--- src/rtl/rational_accumulator_alu_macros.svh ---
// assertion helpers
`ifndef RATIONAL_ACCUMULATOR_ALU_MACROS_SVH
`define RATIONAL_ACCUMULATOR_ALU_MACROS_SVH

// same-cycle implication
`define RAT_ASSERT_IMPL(label, clk, rst, ante, cons) \
   label: assert property (@(posedge clk) disable iff (rst) (ante) |-> (cons)) \
      else $error("rat_alu assertion failed");

// next-cycle implication
`define RAT_ASSERT_NEXT(label, clk, rst, ante, cons) \
   label: assert property (@(posedge clk) disable iff (rst) (ante) |=> (cons)) \
      else $error("rat_alu assertion failed");

`endif

--- src/rtl/rat_alu_pkg.sv ---
package rat_alu_pkg;

   localparam logic [2:0] KIND_LOAD     = 3'd0;
   localparam logic [2:0] KIND_ADD      = 3'd1;
   localparam logic [2:0] KIND_SUBTRACT = 3'd2;
   localparam logic [2:0] KIND_MULTIPLY = 3'd3;
   localparam logic [2:0] KIND_DIVIDE   = 3'd4;
   localparam logic [2:0] KIND_REDUCE   = 3'd5;

   typedef enum logic [3:0] {
      DP_NOP,
      DP_CAPTURE,
      DP_MUL_LOAD,
      DP_MUL_STEP,
      DP_MUL_STORE,
      DP_GCD_STEP,
      DP_DIV_LOAD,
      DP_DIV_STEP,
      DP_DIV_STORE,
      DP_COMMIT
   } dp_op_type;

   typedef struct packed {
      dp_op_type  op;
      logic [1:0] prod_idx;
      logic       div_den;
   } dp_cmd_type;

   typedef struct packed {
      logic gcd_done;
      logic gcd_big;
   } dp_status_type;

endpackage

--- src/rtl/rat_alu_dp.sv ---
module rat_alu_dp #(
   parameter int WIDTH = 32
) (
   input  logic                      clock,
   input  logic                      reset,
   input  rat_alu_pkg::dp_cmd_type   cmd,
   output rat_alu_pkg::dp_status_type status,
   input  logic [2:0]                req_kind,
   input  logic signed [31:0]        req_operand_num,
   input  logic signed [31:0]        req_operand_den,
   output logic signed [31:0]        rsp_result_num,
   output logic signed [31:0]        rsp_result_den,
   output logic                      rsp_overflow,
   output logic                      rsp_zero_den
);

   localparam int KW = $clog2(WIDTH);

   function automatic logic [WIDTH-1:0] mag_of(input logic [WIDTH-1:0] v);
      return v[WIDTH-1] ? (~v + WIDTH'(1)) : v;
   endfunction

   logic signed [WIDTH-1:0] acc_num_ff, acc_den_ff;
   logic signed [WIDTH-1:0] on_ff, od_ff;
   logic [2:0]              kind_ff;
   logic                    ovf_ff;
   logic [WIDTH-1:0]        p_ff [3];
   logic [WIDTH-1:0]        ma_ff;
   logic [2*WIDTH-1:0]      prod_ff;
   logic                    neg_ff;
   logic [WIDTH-1:0]        ga_ff, gb_ff, g_ff;
   logic [KW-1:0]           gk_ff;
   logic                    gdone_ff;
   logic [WIDTH-1:0]        rem_ff, quo_ff;
   logic                    dneg_ff;
   logic signed [31:0]      rsp_num_ff, rsp_den_ff;
   logic                    rsp_ovf_ff, rsp_zero_ff;

   logic signed [WIDTH-1:0] on_w, od_w;
   logic                    opw;
   logic [WIDTH-1:0]        mul_a, mul_b;
   logic [WIDTH:0]          upper;
   logic [2*WIDTH:0]        shifted;
   logic [2*WIDTH-1:0]      full;
   logic                    mul_ovf;
   logic [WIDTH:0]          div_sh, div_diff;
   logic [WIDTH-1:0]        div_src, quo_signed;
   logic [WIDTH-1:0]        t2;
   logic [WIDTH:0]          sum;
   logic                    add_ovf;
   logic signed [WIDTH-1:0] new_n, new_d;

   assign on_w = WIDTH'(req_operand_num);
   assign od_w = WIDTH'(req_operand_den);
   assign opw  = (32'(on_w) != req_operand_num) || (32'(od_w) != req_operand_den);

   always_comb begin
      case (cmd.prod_idx)
         2'd0: begin
            mul_a = acc_num_ff;
            mul_b = (kind_ff == rat_alu_pkg::KIND_MULTIPLY) ? on_ff : od_ff;
         end
         2'd1: begin
            mul_a = acc_den_ff;
            mul_b = (kind_ff == rat_alu_pkg::KIND_MULTIPLY) ? od_ff : on_ff;
         end
         default: begin
            mul_a = acc_den_ff;
            mul_b = od_ff;
         end
      endcase
   end

   assign upper   = {1'b0, prod_ff[2*WIDTH-1:WIDTH]} + (prod_ff[0] ? {1'b0, ma_ff} : '0);
   assign shifted = {upper, prod_ff[WIDTH-1:0]};
   assign full    = neg_ff ? (~prod_ff + (2*WIDTH)'(1)) : prod_ff;
   assign mul_ovf = !((&full[2*WIDTH-1:WIDTH-1]) || !(|full[2*WIDTH-1:WIDTH-1]));

   assign div_src    = cmd.div_den ? acc_den_ff : acc_num_ff;
   assign div_sh     = {rem_ff, quo_ff[WIDTH-1]};
   assign div_diff   = div_sh - {1'b0, g_ff};
   assign quo_signed = dneg_ff ? (~quo_ff + WIDTH'(1)) : quo_ff;

   always_comb begin
      t2      = (kind_ff == rat_alu_pkg::KIND_SUBTRACT) ? (~p_ff[1] + WIDTH'(1)) : p_ff[1];
      sum     = {p_ff[0][WIDTH-1], p_ff[0]} + {t2[WIDTH-1], t2};
      add_ovf = 1'b0;
      new_n   = acc_num_ff;
      new_d   = acc_den_ff;
      case (kind_ff)
         rat_alu_pkg::KIND_LOAD: begin
            new_n = on_ff;
            new_d = od_ff;
         end
         rat_alu_pkg::KIND_ADD, rat_alu_pkg::KIND_SUBTRACT: begin
            add_ovf = (sum[WIDTH] ^ sum[WIDTH-1]) ||
                      ((kind_ff == rat_alu_pkg::KIND_SUBTRACT) &&
                       (p_ff[1] == {1'b1, {(WIDTH-1){1'b0}}}));
            new_n = sum[WIDTH-1:0];
            new_d = p_ff[2];
         end
         rat_alu_pkg::KIND_MULTIPLY, rat_alu_pkg::KIND_DIVIDE: begin
            new_n = p_ff[0];
            new_d = p_ff[1];
         end
         default: begin
            new_n = acc_num_ff;
            new_d = acc_den_ff;
         end
      endcase
   end

   always_ff @(posedge clock) begin
      if (reset) begin
         acc_num_ff <= WIDTH'(1);
         acc_den_ff <= WIDTH'(1);
         gdone_ff   <= 1'b0;
      end else begin
         case (cmd.op)
            rat_alu_pkg::DP_CAPTURE: begin
               on_ff    <= on_w;
               od_ff    <= od_w;
               kind_ff  <= req_kind;
               ovf_ff   <= opw && (req_kind <= rat_alu_pkg::KIND_DIVIDE);
               ga_ff    <= mag_of(acc_num_ff);
               gb_ff    <= mag_of(acc_den_ff);
               gk_ff    <= '0;
               gdone_ff <= 1'b0;
            end
            rat_alu_pkg::DP_MUL_LOAD: begin
               ma_ff   <= mag_of(mul_a);
               prod_ff <= {{WIDTH{1'b0}}, mag_of(mul_b)};
               neg_ff  <= mul_a[WIDTH-1] ^ mul_b[WIDTH-1];
            end
            rat_alu_pkg::DP_MUL_STEP: begin
               prod_ff <= shifted[2*WIDTH:1];
            end
            rat_alu_pkg::DP_MUL_STORE: begin
               p_ff[cmd.prod_idx] <= full[WIDTH-1:0];
               ovf_ff             <= ovf_ff | mul_ovf;
            end
            rat_alu_pkg::DP_GCD_STEP: begin
               if (ga_ff == '0) begin
                  g_ff     <= gb_ff << gk_ff;
                  gdone_ff <= 1'b1;
               end else if (gb_ff == '0) begin
                  g_ff     <= ga_ff << gk_ff;
                  gdone_ff <= 1'b1;
               end else if (!ga_ff[0] && !gb_ff[0]) begin
                  ga_ff <= ga_ff >> 1;
                  gb_ff <= gb_ff >> 1;
                  gk_ff <= gk_ff + KW'(1);
               end else if (!ga_ff[0]) begin
                  ga_ff <= ga_ff >> 1;
               end else if (!gb_ff[0]) begin
                  gb_ff <= gb_ff >> 1;
               end else if (ga_ff >= gb_ff) begin
                  ga_ff <= (ga_ff - gb_ff) >> 1;
               end else begin
                  gb_ff <= (gb_ff - ga_ff) >> 1;
               end
            end
            rat_alu_pkg::DP_DIV_LOAD: begin
               quo_ff  <= mag_of(div_src);
               rem_ff  <= '0;
               dneg_ff <= div_src[WIDTH-1];
            end
            rat_alu_pkg::DP_DIV_STEP: begin
               if (!div_diff[WIDTH]) begin
                  rem_ff <= div_diff[WIDTH-1:0];
                  quo_ff <= {quo_ff[WIDTH-2:0], 1'b1};
               end else begin
                  rem_ff <= div_sh[WIDTH-1:0];
                  quo_ff <= {quo_ff[WIDTH-2:0], 1'b0};
               end
            end
            rat_alu_pkg::DP_DIV_STORE: begin
               if (cmd.div_den) begin
                  acc_den_ff <= quo_signed;
               end else begin
                  acc_num_ff <= quo_signed;
               end
            end
            rat_alu_pkg::DP_COMMIT: begin
               acc_num_ff  <= new_n;
               acc_den_ff  <= new_d;
               rsp_num_ff  <= 32'(new_n);
               rsp_den_ff  <= 32'(new_d);
               rsp_ovf_ff  <= ovf_ff | add_ovf;
               rsp_zero_ff <= (new_d == '0);
            end
            default: begin
            end
         endcase
      end
   end

   assign status.gcd_done = gdone_ff;
   assign status.gcd_big  = |g_ff[WIDTH-1:1];

   assign rsp_result_num = rsp_num_ff;
   assign rsp_result_den = rsp_den_ff;
   assign rsp_overflow   = rsp_ovf_ff;
   assign rsp_zero_den   = rsp_zero_ff;

endmodule

--- src/rtl/rat_alu_ctrl.sv ---
`include "rational_accumulator_alu_macros.svh"

module rat_alu_ctrl #(
   parameter int WIDTH = 32
) (
   input  logic                       clock,
   input  logic                       reset,
   input  logic                       req_valid,
   output logic                       req_stall,
   input  logic [2:0]                 req_kind,
   output logic                       rsp_valid,
   input  logic                       rsp_stall,
   output rat_alu_pkg::dp_cmd_type    cmd,
   input  rat_alu_pkg::dp_status_type status
);

   localparam int CW = $clog2(WIDTH);

   typedef enum logic [8:0] {
      S_IDLE   = 9'b000000001,
      S_MLOAD  = 9'b000000010,
      S_MSTEP  = 9'b000000100,
      S_MSTORE = 9'b000001000,
      S_GCD    = 9'b000010000,
      S_DLOAD  = 9'b000100000,
      S_DSTEP  = 9'b001000000,
      S_DSTORE = 9'b010000000,
      S_COMMIT = 9'b100000000
   } state_type;

   state_type     state_ff, state_in;
   logic [CW-1:0] cnt_ff, cnt_in;
   logic [1:0]    idx_ff, idx_in;
   logic [1:0]    last_ff, last_in;
   logic          den_ff, den_in;
   logic          rsp_valid_ff, rsp_valid_in;
   logic          out_free;
   logic          step_last;

   assign out_free  = !rsp_valid_ff || !rsp_stall;
   assign step_last = (cnt_ff == CW'(WIDTH - 1));
   assign req_stall = (state_ff != S_IDLE);

   always_comb begin
      state_in     = state_ff;
      cnt_in       = cnt_ff;
      idx_in       = idx_ff;
      last_in      = last_ff;
      den_in       = den_ff;
      cmd.op       = rat_alu_pkg::DP_NOP;
      cmd.prod_idx = idx_ff;
      cmd.div_den  = den_ff;
      case (state_ff)
         S_IDLE: begin
            if (req_valid) begin
               cmd.op  = rat_alu_pkg::DP_CAPTURE;
               idx_in  = 2'd0;
               last_in = ((req_kind == rat_alu_pkg::KIND_ADD) ||
                          (req_kind == rat_alu_pkg::KIND_SUBTRACT)) ? 2'd2 : 2'd1;
               case (req_kind)
                  rat_alu_pkg::KIND_ADD, rat_alu_pkg::KIND_SUBTRACT,
                  rat_alu_pkg::KIND_MULTIPLY, rat_alu_pkg::KIND_DIVIDE: begin
                     state_in = S_MLOAD;
                  end
                  rat_alu_pkg::KIND_REDUCE: begin
                     state_in = S_GCD;
                  end
                  default: begin
                     state_in = S_COMMIT;
                  end
               endcase
            end
         end
         S_MLOAD: begin
            cmd.op   = rat_alu_pkg::DP_MUL_LOAD;
            cnt_in   = '0;
            state_in = S_MSTEP;
         end
         S_MSTEP: begin
            cmd.op = rat_alu_pkg::DP_MUL_STEP;
            cnt_in = cnt_ff + CW'(1);
            if (step_last) begin
               state_in = S_MSTORE;
            end
         end
         S_MSTORE: begin
            cmd.op = rat_alu_pkg::DP_MUL_STORE;
            if (idx_ff == last_ff) begin
               state_in = S_COMMIT;
            end else begin
               idx_in   = idx_ff + 2'd1;
               state_in = S_MLOAD;
            end
         end
         S_GCD: begin
            if (status.gcd_done) begin
               den_in   = 1'b0;
               state_in = status.gcd_big ? S_DLOAD : S_COMMIT;
            end else begin
               cmd.op = rat_alu_pkg::DP_GCD_STEP;
            end
         end
         S_DLOAD: begin
            cmd.op   = rat_alu_pkg::DP_DIV_LOAD;
            cnt_in   = '0;
            state_in = S_DSTEP;
         end
         S_DSTEP: begin
            cmd.op = rat_alu_pkg::DP_DIV_STEP;
            cnt_in = cnt_ff + CW'(1);
            if (step_last) begin
               state_in = S_DSTORE;
            end
         end
         S_DSTORE: begin
            cmd.op = rat_alu_pkg::DP_DIV_STORE;
            if (den_ff) begin
               state_in = S_COMMIT;
            end else begin
               den_in   = 1'b1;
               state_in = S_DLOAD;
            end
         end
         S_COMMIT: begin
            if (out_free) begin
               cmd.op   = rat_alu_pkg::DP_COMMIT;
               state_in = S_IDLE;
            end
         end
         default: begin
            state_in = S_IDLE;
         end
      endcase
   end

   always_comb begin
      if (cmd.op == rat_alu_pkg::DP_COMMIT) begin
         rsp_valid_in = 1'b1;
      end else if (!rsp_stall) begin
         rsp_valid_in = 1'b0;
      end else begin
         rsp_valid_in = rsp_valid_ff;
      end
   end

   always_ff @(posedge clock) begin
      if (reset) begin
         state_ff     <= S_IDLE;
         cnt_ff       <= '0;
         idx_ff       <= '0;
         last_ff      <= '0;
         den_ff       <= 1'b0;
         rsp_valid_ff <= 1'b0;
      end else begin
         state_ff     <= state_in;
         cnt_ff       <= cnt_in;
         idx_ff       <= idx_in;
         last_ff      <= last_in;
         den_ff       <= den_in;
         rsp_valid_ff <= rsp_valid_in;
      end
   end

   assign rsp_valid = rsp_valid_ff;

   `RAT_ASSERT_NEXT(a_accept_leaves_idle, clock, reset, req_valid && !req_stall, state_ff != S_IDLE)
   `RAT_ASSERT_NEXT(a_commit_shows_item, clock, reset, cmd.op == rat_alu_pkg::DP_COMMIT, rsp_valid_ff)
   `RAT_ASSERT_NEXT(a_den_div_ends, clock, reset, state_ff == S_DSTORE && den_ff, state_ff == S_COMMIT)
   `RAT_ASSERT_IMPL(a_idx_in_range, clock, reset, state_ff == S_MSTORE, idx_ff <= last_ff && last_ff != 2'd0)

endmodule

--- src/rtl/rational_accumulator_alu.sv ---
// one item at a time; shared bit-serial multiplier plus bit-serial divider, one bit a cycle
// load or unused kind: no arithmetic, straight from capture to commit
// multiply/divide: two products, add/subtract: three, each loaded, shifted and stored
// reduce: binary gcd, then two divisions by it when the gcd is above 1
// next item accepted once the result sits in the output register
// synchronous reset sets the accumulator to 1/1 and clears the output valid
module rational_accumulator_alu #(
   parameter int WIDTH = 32
) (
   input  logic               clock,
   input  logic               reset,
   input  logic               req_valid,
   output logic               req_stall,
   input  logic [2:0]         req_kind,
   input  logic signed [31:0] req_operand_num,
   input  logic signed [31:0] req_operand_den,
   output logic               rsp_valid,
   input  logic               rsp_stall,
   output logic signed [31:0] rsp_result_num,
   output logic signed [31:0] rsp_result_den,
   output logic               rsp_overflow,
   output logic               rsp_zero_den
);

   rat_alu_pkg::dp_cmd_type    cmd;
   rat_alu_pkg::dp_status_type status;

   rat_alu_ctrl #(.WIDTH(WIDTH)) u_ctrl (
      .clock     (clock),
      .reset     (reset),
      .req_valid (req_valid),
      .req_stall (req_stall),
      .req_kind  (req_kind),
      .rsp_valid (rsp_valid),
      .rsp_stall (rsp_stall),
      .cmd       (cmd),
      .status    (status)
   );

   rat_alu_dp #(.WIDTH(WIDTH)) u_dp (
      .clock           (clock),
      .reset           (reset),
      .cmd             (cmd),
      .status          (status),
      .req_kind        (req_kind),
      .req_operand_num (req_operand_num),
      .req_operand_den (req_operand_den),
      .rsp_result_num  (rsp_result_num),
      .rsp_result_den  (rsp_result_den),
      .rsp_overflow    (rsp_overflow),
      .rsp_zero_den    (rsp_zero_den)
   );

endmodule
--- config.mk ---
export PLATFORM = sky130hd
export DESIGN_NAME = rational_accumulator_alu
export DESIGN_NICKNAME = d
export VERILOG_FILES = /design/src/rtl/rat_alu_pkg.sv /design/src/rtl/rat_alu_dp.sv /design/src/rtl/rat_alu_ctrl.sv /design/src/rtl/rational_accumulator_alu.sv
export VERILOG_INCLUDE_DIRS = /design/src /design/src/rtl
export SDC_FILE = /design/constraint.sdc
export NUM_CORES = 2
export LEC_CHECK = 0
export BUFFER_PORTS_ARGS = -buffer_cell sky130_fd_sc_hd__buf_2
export CORE_MARGIN = 1
export CORE_UTILIZATION = 30
export CTS_CLUSTER_DIAMETER = 50
export CTS_CLUSTER_SIZE = 24
export DETAILED_ROUTE_END_ITERATION = 6
export PLACE_DENSITY_LB_ADDON = 0.15
export SETUP_SLACK_MARGIN = 0.05
export SLEW_MARGIN = 15
export SYNTH_ARGS = -nofsm -noshare
export SYNTH_HDL_FRONTEND = slang
export SYNTH_SLANG_ARGS = --single-unit
--- constraint.sdc ---
create_clock -name clock -period 17.3 [get_ports clock]
set_input_delay 2.595 -clock clock [delete_from_list [all_inputs] [get_ports clock]]
set_output_delay 2.595 -clock clock [all_outputs]
set_load 0.005 [all_outputs]
* Word-level counts from Yosys, hierarchy flattened
Memories as Yosys holds them, arrays and structs flattened. Index checks and enable logic that the tools add are counted.
Operators by class: $add $sub $neg 16, order comparisons 1, eq/ne operators 49, shifts and indexed selects 2, mux-type cells 76, bitwise logic cells 13, reductions and logical operators 54
Operators by type and width (count):
- 32-bit 2-to-1 mux | 28
- 32-bit case mux with 2 select lines | 7
- 32-bit by 1-bit adder with 32-bit output (second input constant) | 7
- 32-bit NOT | 7
- 32-bit case mux with 3 select lines | 2
- 64-bit case mux with 2 select lines | 1
- 32-bit logical NOT | 3
- 9-bit case mux with 9 select lines | 1
- 9-bit 2-to-1 mux | 8
- 64-bit by 1-bit adder with 64-bit output (second input constant) | 1
- 64-bit 2-to-1 mux | 1
- 64-bit NOT | 1
- 32-bit by 5-bit left shift with 32-bit output | 2
- 32-bit subtractor | 2
- 4-bit case mux with 9 select lines | 1
- 32-bit by 32-bit adder with 33-bit output | 1
- 32-bit by 33-bit adder with 33-bit output | 1
- 33-bit AND reduction | 1
- 33-bit OR reduction | 1
- 33-bit by 32-bit subtractor with 33-bit output | 1
- 32-bit == test (second input constant) | 1
- 32-bit >= comparator | 1
- 31-bit 2-to-1 mux | 1
- 31-bit OR reduction | 1
- other kinds (51) | 130
Storage, ports and cells: register bits after elaboration 482, memory bits (writable) 96, input bits 71, output and inout bits 68, logic and storage cells 242, memories kept 1
Memory list:
- u_dp.p_ff | words 3, bits a word 32, rd ports 3, clocked after memory_dff 0, write ports 1, RTL line rat_alu_dp.sv:27 | logic [WIDTH-1:0] p_ff [3];

* Depth between registers and ports, before layout
word-level depth 9, gate-level depth with buffers 19, depth with buffers taken out 19

* Hierarchy
A second synthesis with hierarchy kept.
Unflattened totals: cells, all modules 4731, area total of the unflattened synthesis 42464.5 um2
Modules (own cells, without submodules):
- rat_alu_dp | times used 1, cells an instance 4584, area an instance 41177.0 um2
- rat_alu_ctrl | times used 1, cells an instance 147, area an instance 1287.5 um2

* Worst setup path after synthesis
OpenSTA, ideal clock, no wires.
path kind in2reg, start point input rsp_stall, end point register u_dp.ma_ff[0] (enable), library setup time 0.427 ns, data arrival time 9.031 ns, slack 7.843 ns, stages 5, path through a21oi_1 > nor2_1 > nand2_1 > nor3_1 > nor2b_1
Between the ends: word-level cells in the longest chain between the ends 6
RTL lines:
- from (decl) | RTL line rational_accumulator_alu.sv:18 | input logic rsp_stall,
- 1-bit logical NOT | RTL line rat_alu_ctrl.sv:40 | assign out_free = !rsp_valid_ff || !rsp_stall;
- 1-bit logical OR | RTL line rat_alu_ctrl.sv:40
- 4-bit 2-to-1 mux | RTL line rat_alu_ctrl.sv:125 | if (out_free) begin
- 4-bit case mux with 9 select lines | RTL line rat_alu_ctrl.sv:53 | case (state_ff)
- 4-bit by 2-bit == test with 1-bit output | RTL line rat_alu_dp.sv:119 | case (cmd.op)
- 2-bit AND reduction (no source line)
- to (signal assigned) | RTL line rat_alu_dp.sv:131 | ma_ff <= mag_of(mul_a);
- to (decl) | RTL line rat_alu_dp.sv:28 | logic [WIDTH-1:0] ma_ff;
No other way between the ends. A chain may end at the register's enable or synchronous reset.

* Final worst setup path
start point register u_dp.kind_ff[0], end point register u_dp.rsp_num_ff[28], in the netlist u_dp.rsp_result_num[28] (data pin)
Between the ends: word-level cells in the longest chain between the ends 4
RTL lines:
- from (decl) | RTL line rat_alu_dp.sv:25 | logic [2:0] kind_ff;
- from (signal assigned) | RTL line rat_alu_dp.sv:123 | kind_ff <= req_kind;
- 3-bit by 2-bit == test with 1-bit output | RTL line rat_alu_dp.sv:85, rat_alu_dp.sv:90
- 32-bit 2-to-1 mux | RTL line rat_alu_dp.sv:85 | t2 = (kind_ff == rat_alu_pkg::KIND_SUBTRACT) ? (~p_ff[1] + WIDTH'(1)) : p_ff[1];
- 32-bit by 32-bit adder with 33-bit output | RTL line rat_alu_dp.sv:86 | sum = {p_ff[0][WIDTH-1], p_ff[0]} + {t2[WIDTH-1], t2};
- 32-bit case mux with 3 select lines (*) | RTL line rat_alu_dp.sv:90 | case (kind_ff)
- named net u_dp.new_n[28] | RTL line rat_alu_dp.sv:51 | logic signed [WIDTH-1:0] new_n, new_d;
- to (signal assigned) | RTL line rat_alu_dp.sv:187 | rsp_num_ff <= 32'(new_n);
- to (decl) | RTL line rat_alu_dp.sv:36 | logic signed [31:0] rsp_num_ff, rsp_den_ff;
The timed path passes the listed nets; every way through them passes the cells marked *.

==> flow_summary.yaml <==
placed_design:
  dp.cells: 6641
  io_buffers: 138
  gp_congestion: 0.913
  dp_slack_ps: 11640
  place.detailed.hpwl_um: 127000
critical_path:
  path_cells: "buf_4, inv_1, buf_4, nand2_1, nor2_1, xor2_1, ha_1, nor2b_1, o31a_1, o41a_1, o211ai_1, a211oi_1, o21ai_0, o311ai_0, xor2_1, a221oi_1, nor2_1"
  crit_fanout: 48
  r2r_slack_ps: 11590
  r2r-start: "u_dp.kind_ff[0]"
  cp-end-kind: "flip-flop"
  reg2reg_to: "u_dp.rsp_result_num[28]"
  critPathKind: "flip-flop to flip-flop"
  critPathLaunchType: "flip-flop"
  crit_arrival_ps: 6130
  worstPathRequired_ps: 17720
  slowest_delay_ps: 550
  cp_slowest_cell: "buf_4"
  r2r_cells: 17
finish:
  fin_cells: 6813
  largest_register_ffs: 96
  drive_gt1_frac: 0.0975
  largest-register: "u_dp.p_ff"
  register_area_um2: 16500
  fillers: 14800
  multi_input_area_um2: 24500
  area_growth_pct: 13.5
  finalNetCount: 5101
  reg_top3: "u_dp.p_ff (96), u_dp.prod_ff (64)"
clock_tree:
  cts_hold_buf: 0
  clockBufferDepth: 3
  cts_resized: 0
  root_buffer: "clkbuf_16"
  cts_tree: "done"
  clock_sinks: 578
  cts_max_level: 3
  clk_pin_slew_worst_paths_ps: 60
  worstSkewPairLatency_ps: 700
  numCtsBuffers: 90
  post_cts_buffers: 0
logic_synthesis:
  synth_fp_nets: 5117
  synth_area_um2: 42800
  synth-seq-cells: 578
  yosysTopAreaCell: "edfxtp_1"
  ys_top_cells_by_count: "nand2_1, edfxtp_1, a21oi_1"
  synth.area.top_cells: "edfxtp_1, ha_1, a21oi_1"
  avgSynthCellArea_um2: 8.80
  synth_warnings: 0
  syn_inst: 4859
  yosysSeqAreaShare: 0.386
  yosysMostFrequentCell: "nand2_1"
  synth_edf_count: 493
  yosys_most_used_dff: "edfxtp_1"
  async_flop_share: 0
  yosys.area.top_type_share: 0.346
  ys_types: 88
die:
  die-area_um2: 144000
  die_h_um: 380
  fp.coreArea_um2: 141000
  start_util: 0.302
  dieWidth_um: 380
  ioPinCount: 139
  placementRows: 138
timing:
  relSlewSlack: 0.203
  hold_viol: 0
  fin_crit_ps: 5710
  setup_slack_ps: 11590
  rsz0062_at_grt: "false"
  holdWs_ps: 506
  setup_viol: 0
  finalMaxSlewViolations: 0
  fin_crit_sh: 0.330
  fmax_mhz: 175
  fin_skew_ps: 45.2
  tns_ps: 0
  tightest_slew_ps: 1190
run:
  drv_cap: 0
route:
  drt_first_iter_violations: 3928
  ant_nets: 0
  viasPerCell: 5.60
  first_pass_iters: 5
  drc_errors: 0
  wl_per_cell_um: 24.8
  vias: 38200
  drt-total-wl_um: 169000
power_and_ir_drop:
  p_total_mw: 5.01
  p_leak_nw: 18.1
  vdd_drop_max_mv: 0.0819
  power.switching_mw: 1.83
  intPower_mw: 3.19
  pwr-share-clk: 0.384
  power_density_nw_per_um2: 103
  p_seq_frac: 0.349
  p_comb_frac: 0.268
  p_sw_frac: 0.364
outcome:
  outcome: "finished clean"
hold_path:
  hold_path.class: "flip-flop to flip-flop"
  hold_depth: 2
  holdPathEnd: "u_ctrl.cnt_ff[4]"
  hp-start: "u_ctrl.cnt_ff[4]"
global_routing:
  grt_max_degree: 76
  grt_pass1_wl_um: 247000
  grt_usage: 0.226
  first_global_vias: 36100
  grt.overflow.total: 0
  antenna_found_initial: 7
[cell usage in the layout (no fill, tap or decap), types with 22 or more instances in the layout]
master	instances
mux2_2	22
or3_1	53
a21o_1	102
xnor2_1	208
o21bai_1	25
o21ai_0	327
edfxtp_1	493
or4_1	22
nand2b_1	46
nor4_1	62
xor2_1	179
a31oi_1	106
nor3_1	102
ha_1	181
and3_1	27
nand4_1	49
mux2i_1	201
o31ai_1	67
buf_2	137
clkbuf_16	91
o41ai_1	30
a21oi_1	428
a22oi_1	65
dfxtp_1	84
o21a_1	27
inv_1	166
o211ai_1	35
nor2b_1	34
a211oi_1	51
nor2_1	379
buf_4	80
inv_6	25
a221oi_1	36
and2_1	55
nand2_1	549
nand3_1	67
[how the worst max path moves through the flow]
stage | from | endpoint | slack, ps
final | u_dp.kind_ff[0] | u_dp.rsp_result_num[28] | 11590
after global routing | u_dp.kind_ff[0] | u_dp.rsp_result_num[28] | 11350
after CTS | u_dp.kind_ff[0] | u_dp.rsp_result_num[28] | 11660
after detailed placement | rsp_stall | u_dp.gb_ff[30] | 11640
after global placement | rsp_stall | u_dp.gb_ff[31] | 11690
after floorplan | rsp_stall | u_dp.ma_ff[0] | 7840
[routing by layer]
metal	global-route usage	wire length, um
met1	0.331	80400
met4	0.0631	4540
met2	0.344	73300
met3	0.0322	10700
met5	0	24
[area by class of cell]
class,count,share of cell area
diodes,2,0.000103
clock buffers,94,0.0474
clock inverters,76,0.0184
inverters,172,0.0133
multi-input cells,3784,0.505
flip-flops and latches,578,0.340
well taps,1890,0.0487
repair buffers,217,0.0265
[worst max-delay path, delay by kind of cell (launching register included)]
kind,cells,cell delay (ps)
XOR/XNOR,2,360
buffers and inverters,3,890
AO/OA/AOI/OAI,7,2580
AND/OR/NAND/NOR,4,880
flip-flops,1,330
adder cells (fa/ha/maj),1,340
[power groups by stage]
| stage | sequential [mW] | clock, mW | combinational (mW) |
|---|---|---|---|
| detailed placement | 1.77 | 0 | 1.31 |
| global placement | 1.77 | 0 | 1.32 |
| global route | 1.75 | 2.01 | 1.45 |
| floorplan | 1.70 | 0 | 0.902 |
| CTS | 1.74 | 1.96 | 1.32 |
| finish | 1.75 | 1.92 | 1.34 |
[cell families (layout without fill, tap and decap cells)]
family | after synthesis | in the layout | share of synthesized area
other | 0 | 2 | 0
buffers and inverters | 497 | 559 | 0.0437
xor gates and xnor gates | 387 | 387 | 0.0793
adders and majority gates | 187 | 187 | 0.0556
AOI/OAI and AO/OA | 1426 | 1426 | 0.208
muxes | 225 | 225 | 0.0539
DFF | 578 | 578 | 0.386
and+or+nand+nor | 1559 | 1559 | 0.173
[metrics by stage]
step           instance area, um^2  utilization
6_report                     48500        0.343
5_1_grt                      48500        0.343
4_1_cts                      48500        0.343
3_5_place_dp                 45300        0.320
3_3_place_gp                 45300        0.320
2_1_floorplan                42800            -
Note: power is estimated with default switching activity, not from simulation.
